File: src/rtl/b64d_pkg.sv
// ----------------------------------------------------------------------------
// b64d_pkg
// Shared types, constants and the alphabet lookup of the base64 stream decoder.
// ----------------------------------------------------------------------------
package b64d_pkg;

   localparam int CHAR_W     = 8;
   localparam int BYTE_W     = 8;
   localparam int SEXTET_W   = 6;
   localparam int ACC_W      = 18;
   localparam int STATUS_W   = 2;
   localparam int MAX_RES    = 3;
   localparam int RES_W      = 2;
   localparam int QUEUE_DEPTH = 4;
   localparam int PTR_W      = $clog2(QUEUE_DEPTH);

   // special character codes
   localparam logic [CHAR_W-1:0] CHAR_PAD   = 8'h3D;
   localparam logic [CHAR_W-1:0] CHAR_SPACE = 8'h20;
   localparam logic [CHAR_W-1:0] CHAR_TAB   = 8'h09;
   localparam logic [CHAR_W-1:0] CHAR_CR    = 8'h0D;
   localparam logic [CHAR_W-1:0] CHAR_UP_A  = 8'h41;
   localparam logic [CHAR_W-1:0] CHAR_UP_Z  = 8'h5A;
   localparam logic [CHAR_W-1:0] CHAR_LO_A  = 8'h61;
   localparam logic [CHAR_W-1:0] CHAR_LO_Z  = 8'h7A;
   localparam logic [CHAR_W-1:0] CHAR_D0    = 8'h30;
   localparam logic [CHAR_W-1:0] CHAR_D9    = 8'h39;
   localparam logic [CHAR_W-1:0] CHAR_PLUS  = 8'h2B;
   localparam logic [CHAR_W-1:0] CHAR_SLASH = 8'h2F;

   // offsets that move each alphabet range onto its sextet value
   localparam logic [CHAR_W-1:0] LO_OFFSET  = 8'd71;
   localparam logic [CHAR_W-1:0] DIG_OFFSET = 8'd4;
   localparam logic [SEXTET_W-1:0] SEXTET_PLUS  = 6'd62;
   localparam logic [SEXTET_W-1:0] SEXTET_SLASH = 6'd63;

   typedef enum logic [STATUS_W-1:0] {
      STATUS_OK         = 2'd0,
      STATUS_BAD_CHAR   = 2'd1,
      STATUS_BAD_LENGTH = 2'd2
   } status_type;

   typedef struct packed {
      logic                bad;
      logic [SEXTET_W-1:0] value;
   } sextet_type;

   // one accepted character's worth of results, waiting for the back end
   typedef struct packed {
      logic [MAX_RES-1:0][BYTE_W-1:0] bytes;
      logic [RES_W-1:0]               nres;
      logic                           byte_valid;
      status_type                     last_status;
      logic                           done;
   } job_type;

   function automatic sextet_type sextet_of(input logic [CHAR_W-1:0] c);
      sextet_type r;
      r.bad   = 1'b0;
      r.value = '0;
      if (c >= CHAR_UP_A && c <= CHAR_UP_Z) begin
         r.value = SEXTET_W'(c - CHAR_UP_A);
      end else if (c >= CHAR_LO_A && c <= CHAR_LO_Z) begin
         r.value = SEXTET_W'(c - LO_OFFSET);
      end else if (c >= CHAR_D0 && c <= CHAR_D9) begin
         r.value = SEXTET_W'(c + DIG_OFFSET);
      end else if (c == CHAR_PLUS) begin
         r.value = SEXTET_PLUS;
      end else if (c == CHAR_SLASH) begin
         r.value = SEXTET_SLASH;
      end else begin
         r.bad = 1'b1;
      end
      return r;
   endfunction

   function automatic logic is_blank(input logic [CHAR_W-1:0] c);
      return (c == CHAR_SPACE) || (c >= CHAR_TAB && c <= CHAR_CR);
   endfunction

endpackage

File: src/rtl/b64d_fifo.sv
// ----------------------------------------------------------------------------
// b64d_fifo
// Short job queue between front and back end.
// ----------------------------------------------------------------------------
module b64d_fifo
   import b64d_pkg::*;
(
   input  logic    clock,
   input  logic    reset,
   input  logic    push,
   input  job_type push_job,
   input  logic    pop,
   output logic    full,
   output logic    empty,
   output job_type head
);

   job_type          mem_ff [QUEUE_DEPTH];
   logic [PTR_W-1:0] wr_ff, wr_in;
   logic [PTR_W-1:0] rd_ff, rd_in;
   logic [PTR_W:0]   cnt_ff, cnt_in;

   assign full  = (cnt_ff == (PTR_W+1)'(QUEUE_DEPTH));
   assign empty = (cnt_ff == '0);
   assign head  = mem_ff[rd_ff];

   // pointer and fill count update
   always_comb begin
      wr_in  = push ? wr_ff + 1'b1 : wr_ff;
      rd_in  = pop ? rd_ff + 1'b1 : rd_ff;
      cnt_in = cnt_ff;
      if (push && !pop) begin
         cnt_in = cnt_ff + 1'b1;
      end else if (pop && !push) begin
         cnt_in = cnt_ff - 1'b1;
      end
   end

   always_ff @(posedge clock) begin
      if (reset) begin
         wr_ff  <= '0;
         rd_ff  <= '0;
         cnt_ff <= '0;
      end else begin
         wr_ff  <= wr_in;
         rd_ff  <= rd_in;
         cnt_ff <= cnt_in;
      end
   end

   // job storage
   always_ff @(posedge clock) begin
      if (push) begin
         mem_ff[wr_ff] <= push_job;
      end
   end

endmodule

File: config.mk
export PLATFORM = sky130hd
export DESIGN_NAME = b64d_fifo
export DESIGN_NICKNAME = d
export VERILOG_FILES = /design/src/rtl/b64d_pkg.sv /design/src/rtl/b64d_fifo.sv
export SDC_FILE = /design/constraint.sdc
export NUM_CORES = 1
export LEC_CHECK = 0
export BUFFER_PORTS_ARGS = -buffer_cell sky130_fd_sc_hd__buf_2
export CORE_AREA = 2 2 129 131
export DETAILED_ROUTE_END_ITERATION = 10
export DIE_AREA = 0 0 131 133
export GPL_TIMING_DRIVEN = 0
export PLACE_DENSITY = 0.49
export SETUP_SLACK_MARGIN = 0.15
export SYNTH_ARGS = -nofsm -noshare
export SYNTH_HDL_FRONTEND = slang
export SYNTH_SLANG_ARGS = --single-unit
File: constraint.sdc
create_clock -name clock -period 2.4 [get_ports clock]
set_clock_uncertainty 0.15 [all_clocks]
set_input_delay 0.48 -clock clock [delete_from_list [all_inputs] [get_ports clock]]
set_output_delay 0.48 -clock clock [all_outputs]
set_load 0.005 [all_outputs]
==> key figures, run 1 <==
Outcome
  – Status: completed

Power
  – Pint: 4.33 mW
  – Pwr dens: roughly 910 nW/um2
  – Combinational share of power: 8.8%
  – Switching power: roughly 1.1 mW
  – Sequential power share: roughly half
  – Sw Ratio: about a fifth
  – Clock share of power: between 40 and 50%
  – Peak supply drop: between 0.4 and 0.5 mV
  – Lkg Pwr: roughly 2.1 nW

Global route
  – Initial antenna violation count: 1
  – Largest net degree at the start of global routing: 31
  – Gr ovfl total: 0
  – Total track usage: 10.7%
  – Vias in the first global route: about 2300
  – First-pass GRT wire length: 13000 um

Critical path
  – CP max FO: 10
  – CP peak stage delay: 0.53 ns
  – Worst path slowest cell: mux4_2
  – Cell breakdown of the critical path: buf_12 -> mux4_2 -> buf_2
  – Critical path class: flip-flop to output port
  – CP Launch Type: flip-flop
  – CP Capture Type: output port
  – Arrival @ worst endpoint: 1.63 ns
  – Critical path required time: 1.77 ns
  – Register-to-Register Path Depth: 3

Cells and area
  – Fillers: ~1500
  – Final Util: 37.0%
  – Combined area of the multi-input logic cells: 911 um2
  – Final nets: 325
  – Area grow syn2layout: 25.7%
  – Share of cells above drive strength 1: between 40% and 50%
  – Antenna diodes: 0
  – Reg area: around 3800 um2

Detailed routing
  – Drt via density: 4.21
  – DRC viols: 0
  – DRT antenna net count: 0
  – Initial DRC Count: 108
  – Vias after detailed routing: approximately 2200
  – DRT Wirelength: roughly 8500 um
  – DR WL/cell: ~16 um
  – First drt pass iteration count: 4

Clock network
  – Htree depth: 4
  – Max clock buf depth: 2
  – Inserted Clock Buffers: 17
  – Clk_lat worst skew: 0.40 ns
  – Reg clk slew, reported paths: ~0.06 ns
  – CTS tree: built
  – Clock Sinks: 129
  – Setup repair bufs after CTS: 0
  – Root Buffer: clkbuf_16

Synthesis
  – Mapped Avg Cell Area: 23.8 um2
  – Synthesized Nets: 240
  – Cells after Synth: 200
  – Seq/Total Area, Yosys: 79.5%
  – Synth unique cells: 20
  – Yosys reg bits: around 130
  – Syn Std Cell Area: between 4000 and 5000 um2
  – Synth warn: 0

Floorplanning
  – # rows: 47
  – Die Area: roughly 17000 um2
  – CORE AREA: 16200 um2
  – Die Wd: 131 um
  – Starting density of the core: around 29%
  – Die Ht: 133 um
  – Boundary Pins: 66

Timing
  – Final hold vios: 0
  – Fin crit share: a little over nine tenths
  – Worst Max-Slew Pin Slew: between 0.8 and 0.9 ns
  – Count of final setup violators: 0
  – Setup TNS: 0 ns
  – Slew Limit Fails: 0
  – Final min period: 2.26 ns
  – RSZ-0062 raised after global routing: true
  – Peak Freq: 442 MHz
  – Rel. slew slack: 40.9%

Placement
  – DP HPWL: 5190 um
  – # port buffers: 64
  – Final GP Congestion: 0.611

Job
  – Max-Cap Viols: 0

Worst hold path
  – WHS Path Cells: 1
  – Worst min-delay path category: primary input to flip-flop
state kept, by name, indices dropped and copies added, names as in the netlist, named ones only:
name,flops
wr_ff,2
mem_ff,120
rd_ff,2
cnt_ff,3
critical path: cells and delay by family, from the launching register on:
kind / cells / cell delay [ns]
flip-flops: 1 / 0.39
buffers and inverters: 2 / 0.31
multiplexers: 1 / 0.53
final cells by class:
| cell class | count | share of cell area [%] |
|---|---|---|
| sequential | 129 | 63.4 |
| multi-input combinational | 60 | 15.2 |
| clock buffer | 22 | 7.43 |
| timing repair buffer | 66 | 6.28 |
| tap | 220 | 4.60 |
| clock inverter | 9 | 1.53 |
| buffer | 7 | 1.32 |
| inverter | 4 | 0.251 |
layer usage:
metal	vias up	wire, um	share of wire [%]	GRT usage (%)
li1	1001	-	-	-
met1	1112	3730	44	13.2
met5	-	0	0	0
met3	14	372	4.4	3.72
met4	0	169	2.0	5.67
met2	51	4220	50	16.4
what timing repair did:
item / in CTS / in global routing
gates resized for setup: 8 / 0
hold buffers: 0 / 0
setup endpoints to repair: 30 / 30
cells in the mapped netlist:
master,number,area share (%)
nor2_1,7,0.55
a21oi_1,1,0.11
or3_1,1,0.13
buf_6,3,0.71
mux2i_1,2,0.42
dfxtp_1,9,3.8
nor3b_1,1,0.16
xnor2_1,2,0.37
clkbuf_1,1,0.079
mux4_2,30,14
fa_1,1,0.42
o21ai_0,1,0.11
xor2_1,3,0.55
nor3_1,1,0.11
buf_2,3,0.32
inv_1,4,0.32
edfxtp_1,120,76
ha_1,5,1.3
nand2_1,1,0.079
and2_1,4,0.53
cell usage in the layout, fill, tap and decap left out, types with 3 or more instances in the layout:
cell	instances
and2_2	4
buf_12	3
buf_2	67
clkbuf_1	6
clkbuf_16	17
clkinv_1	3
clkinv_2	4
dfxtp_1	8
edfxtp_1	120
ha_1	5
inv_1	4
mux4_2	30
nor2_1	7
xor2_1	3
power groups by stage:
| stage | clock network (mW) | registers [mW] | logic, mW |
|---|---|---|---|
| floorplan | 0 | 2.66 | 0.273 |
| global placement | 0 | 2.66 | 0.471 |
| detailed placement | 0 | 2.66 | 0.486 |
| CTS | 2.41 | 2.62 | 0.498 |
| global route | 2.49 | 2.63 | 0.533 |
| finish | 2.34 | 2.62 | 0.479 |
stage by stage:
stage          hold WS [ns]  setup slack [ns]  power, mW  instances  cell area (um2)
6_report              0.141             0.139       5.44        517             5980
5_1_grt               0.127            0.0710       5.65        517             5980
4_1_cts               0.117            0.0948       5.53        517             5980
3_5_place_dp          0.351             0.301       3.15        486             5410
3_3_place_gp          0.337            -0.232       3.13        484             5350
2_1_floorplan         0.316             0.510       2.93        200             4760
worst paths after layout:
| check | end | slack, ns | from |
|---|---|---|---|
| setup / recovery | head[3] | 0.14 | flip-flop |
| setup reg to reg | mem_ff[2][3]$_DFFE_PP_ | 0.56 | wr_ff[0]$_SDFFE_PP0P_ |
| hold / removal | mem_ff[3][3]$_DFFE_PP_ | 0.14 | push_job[3] |
| hold reg to reg | cnt_ff[2]$_SDFFE_PP0P_ | 0.35 | cnt_ff[2]$_SDFFE_PP0P_ |
logic make-up (layout without fill, tap and decap cells):
| kind of cell | after synthesis | in the layout | synth area share, % |
|---|---|---|---|
| and+or+nand+nor | 15 | 15 | 1.55 |
| xor gates and xnor gates | 5 | 5 | 0.921 |
| buffers and inverters | 11 | 108 | 1.42 |
| DFF | 129 | 129 | 79.5 |
| adders and majority gates | 6 | 6 | 1.74 |
| muxes | 32 | 32 | 14.6 |
| AOI/OAI and AO/OA | 2 | 2 | 0.210 |
Power figures use the tool's default switching activity.
==> run 2, diff against run 1 <==
- CORE_AREA: 2 2 129 131 -> 2 2 116 146
- DIE_AREA: 0 0 131 133 -> 0 0 118 148
==> run 2 against run 1 <==
Global-route usage is 0.089 points higher. Non-clock buffer count is 2 higher. Cell count is 0.19% lower. Die area is 0.24% higher. Power is 1.0% higher. Wire length is 2.5% higher. Design area is 1.2% higher. Critical path depth stayed put. Worst hold slack worse by 0.0016 ns. Sequential cell count stayed put.
==> key figures, run 2 (synthesis gave the netlist of run 1 again) <==
Outcome
  – Status: completed

Timing
  – RSZ-0062 raised after global routing: true
  – Slew Limit Fails: 0
  – Fin crit share: 93.8%
  – Count of final setup violators: 0
  – Rel. slew slack: 65.4%
  – Final hold vios: 0
  – Worst Max-Slew Pin Slew: 0.519 ns
  – Final min period: 2.25 ns
  – Peak Freq: 444 MHz

Detailed routing
  – DRT Wirelength: slightly below 9000 um
  – Vias after detailed routing: about 2200
  – First drt pass iteration count: 4
  – Initial DRC Count: between 100 and 150
  – DR WL/cell: between 15 and 20 um
  – DRC viols: 0
  – DRT antenna net count: 0
  – Drt via density: 4.28

Global route
  – Total track usage: 10.7%
  – Gr ovfl total: 0
  – Initial antenna violation count: 0
  – First-pass GRT wire length: between 10000 and 15000 um
  – Vias in the first global route: 2389
  – Largest net degree at the start of global routing: 17

Cells and area
  – Post-route insts no fill: a little over 500
  – Antenna diodes: 0
  – Largest Register: mem_ff
  – Largest regs: mem_ff (120), cnt_ff (3)
  – Share of cells above drive strength 1: a little under half
  – Most frequent cells in the layout: edfxtp_1, buf_2, mux4_2, clkbuf_16, dfxtp_1
  – Final nets: 327
  – Commonest non-fill, non-tap cell in the layout: edfxtp_1
  – Area grow syn2layout: 27.2%
  – Largest register FFs: between 100 and 150

Worst hold path
  – WHS Endpoint: mem_ff[0][11]$_DFFE_PP_
  – WHS Path Cells: 1
  – Hold Path Origin: push_job[11]
  – Worst min-delay path category: primary input to flip-flop

Critical path
  – CP Capture Type: output port
  – Reg2reg start: wr_ff[0]$_SDFFE_PP0P_
  – Arrival @ worst endpoint: 1.62 ns
  – CP max FO: 10
  – Worst path slowest cell: mux4_2
  – CP peak stage delay: roughly 0.52 ns
  – RR Endpoint: mem_ff[2][5]$_DFFE_PP_
  – Cell breakdown of the critical path: buf_12 -> mux4_2 -> buf_2
  – Critical path class: flip-flop to output port
  – Worst reg-to-reg setup slack: roughly 0.66 ns
  – Register-to-Register Path Depth: 4
  – Critical path required time: approximately 1.8 ns
  – CP Launch Type: flip-flop

Placement
  – DP HPWL: ~5400 um
  – Placed insts: 484
  – # port buffers: 64
  – Final GP Congestion: slightly below 0.7

Power
  – Pwr dens: approximately 900 nW/um2
  – Peak supply drop: 0.494 mV
  – Pwr Total: 5.50 mW
  – Lkg Pwr: slightly above 2 nW

Floorplanning
  – Starting density of the core: 29.6%
  – CORE AREA: ~16000 um2
  – Die Wd: 118 um
  – Boundary Pins: 66
  – # rows: 52
  – Die Ht: roughly 150 um
  – Die Area: 17500 um2

Clock network
  – Inserted Clock Buffers: 17
  – Clk_lat worst skew: 0.40 ns
  – Htree depth: 4
  – CTS tree: built
  – CTS Hold Bufs: 0
  – Clock Sinks: ~130
  – Max clock buf depth: 2
  – Reg clk slew, reported paths: 0.06 ns
  – Root Buffer: clkbuf_16

Job
  – Max-Cap Viols: 0
-- run 2: critical path, delay by kind of cell, from the launching register on --
family	cells	cell delay, ns
muxes	1	0.52
buffers and inverters	2	0.31
DFF	1	0.39
-- run 2: report_power, final --
part | switching, mW | internal [mW] | leakage [nW]
registers | 0.0392 | 2.58 | 1.18
logic | 0.233 | 0.261 | 0.633
clock network | 0.952 | 1.43 | 0.262
-- run 2: final cells by class --
class	instances	area, um2
clock buffers	17	425
multi-input cells	60	911
plain buffers	7	78.8
clock inverters	15	134
repair buffers	68	430
flip-flops and latches	129	3790
well taps	216	270
fillers	1514	10000
inverters	4	15.0
-- run 2: how the worst max path moves through the flow --
stage	endpoint	cells past startpoint	start	slack, ns
2_1_floorplan	cnt_ff[2]$_SDFFE_PP0P_	7	pop	0.51
3_3_place_gp	mem_ff[0][26]$_DFFE_PP_	2	push	-0.29
3_5_place_dp	cnt_ff[2]$_SDFFE_PP0P_	7	push	0.25
4_1_cts	head[16]	3	flip-flop	0.10
5_1_grt	head[16]	3	flip-flop	0.07
6_report	head[16]	3	flip-flop	0.15
-- run 2: layer usage --
| metal | part of all wire, % | up-vias | GRT usage (%) |
|---|---|---|---|
| met1 | 45 | 1149 | 13.2 |
| met5 | 0 | - | 0 |
| met2 | 51 | 49 | 17.7 |
| li1 | - | 1003 | - |
| met4 | 1.3 | 0 | 4.52 |
| met3 | 3.1 | 6 | 3.20 |
-- run 2: through the flow --
step / area, um2 / hold slack (ns) / util (%) / setup WS (ns) / TNS (ns)
after floorplan: 4760 / 0.316 / - / 0.510 / 0
after global placement: 5350 / 0.326 / 33.3 / -0.288 / -32.45
after detailed placement: 5460 / 0.360 / 34.0 / 0.252 / 0
after CTS: 6050 / 0.119 / 37.7 / 0.103 / 0
after global routing: 6050 / 0.124 / 37.7 / 0.0734 / 0
final: 6050 / 0.139 / 37.7 / 0.149 / 0
-- run 2: what timing repair did --
| action | in CTS | in global routing |
|---|---|---|
| resized for setup | 8 | 0 |
| setup endpoints to repair | 30 | 30 |
| setup buffers | 0 | 0 |
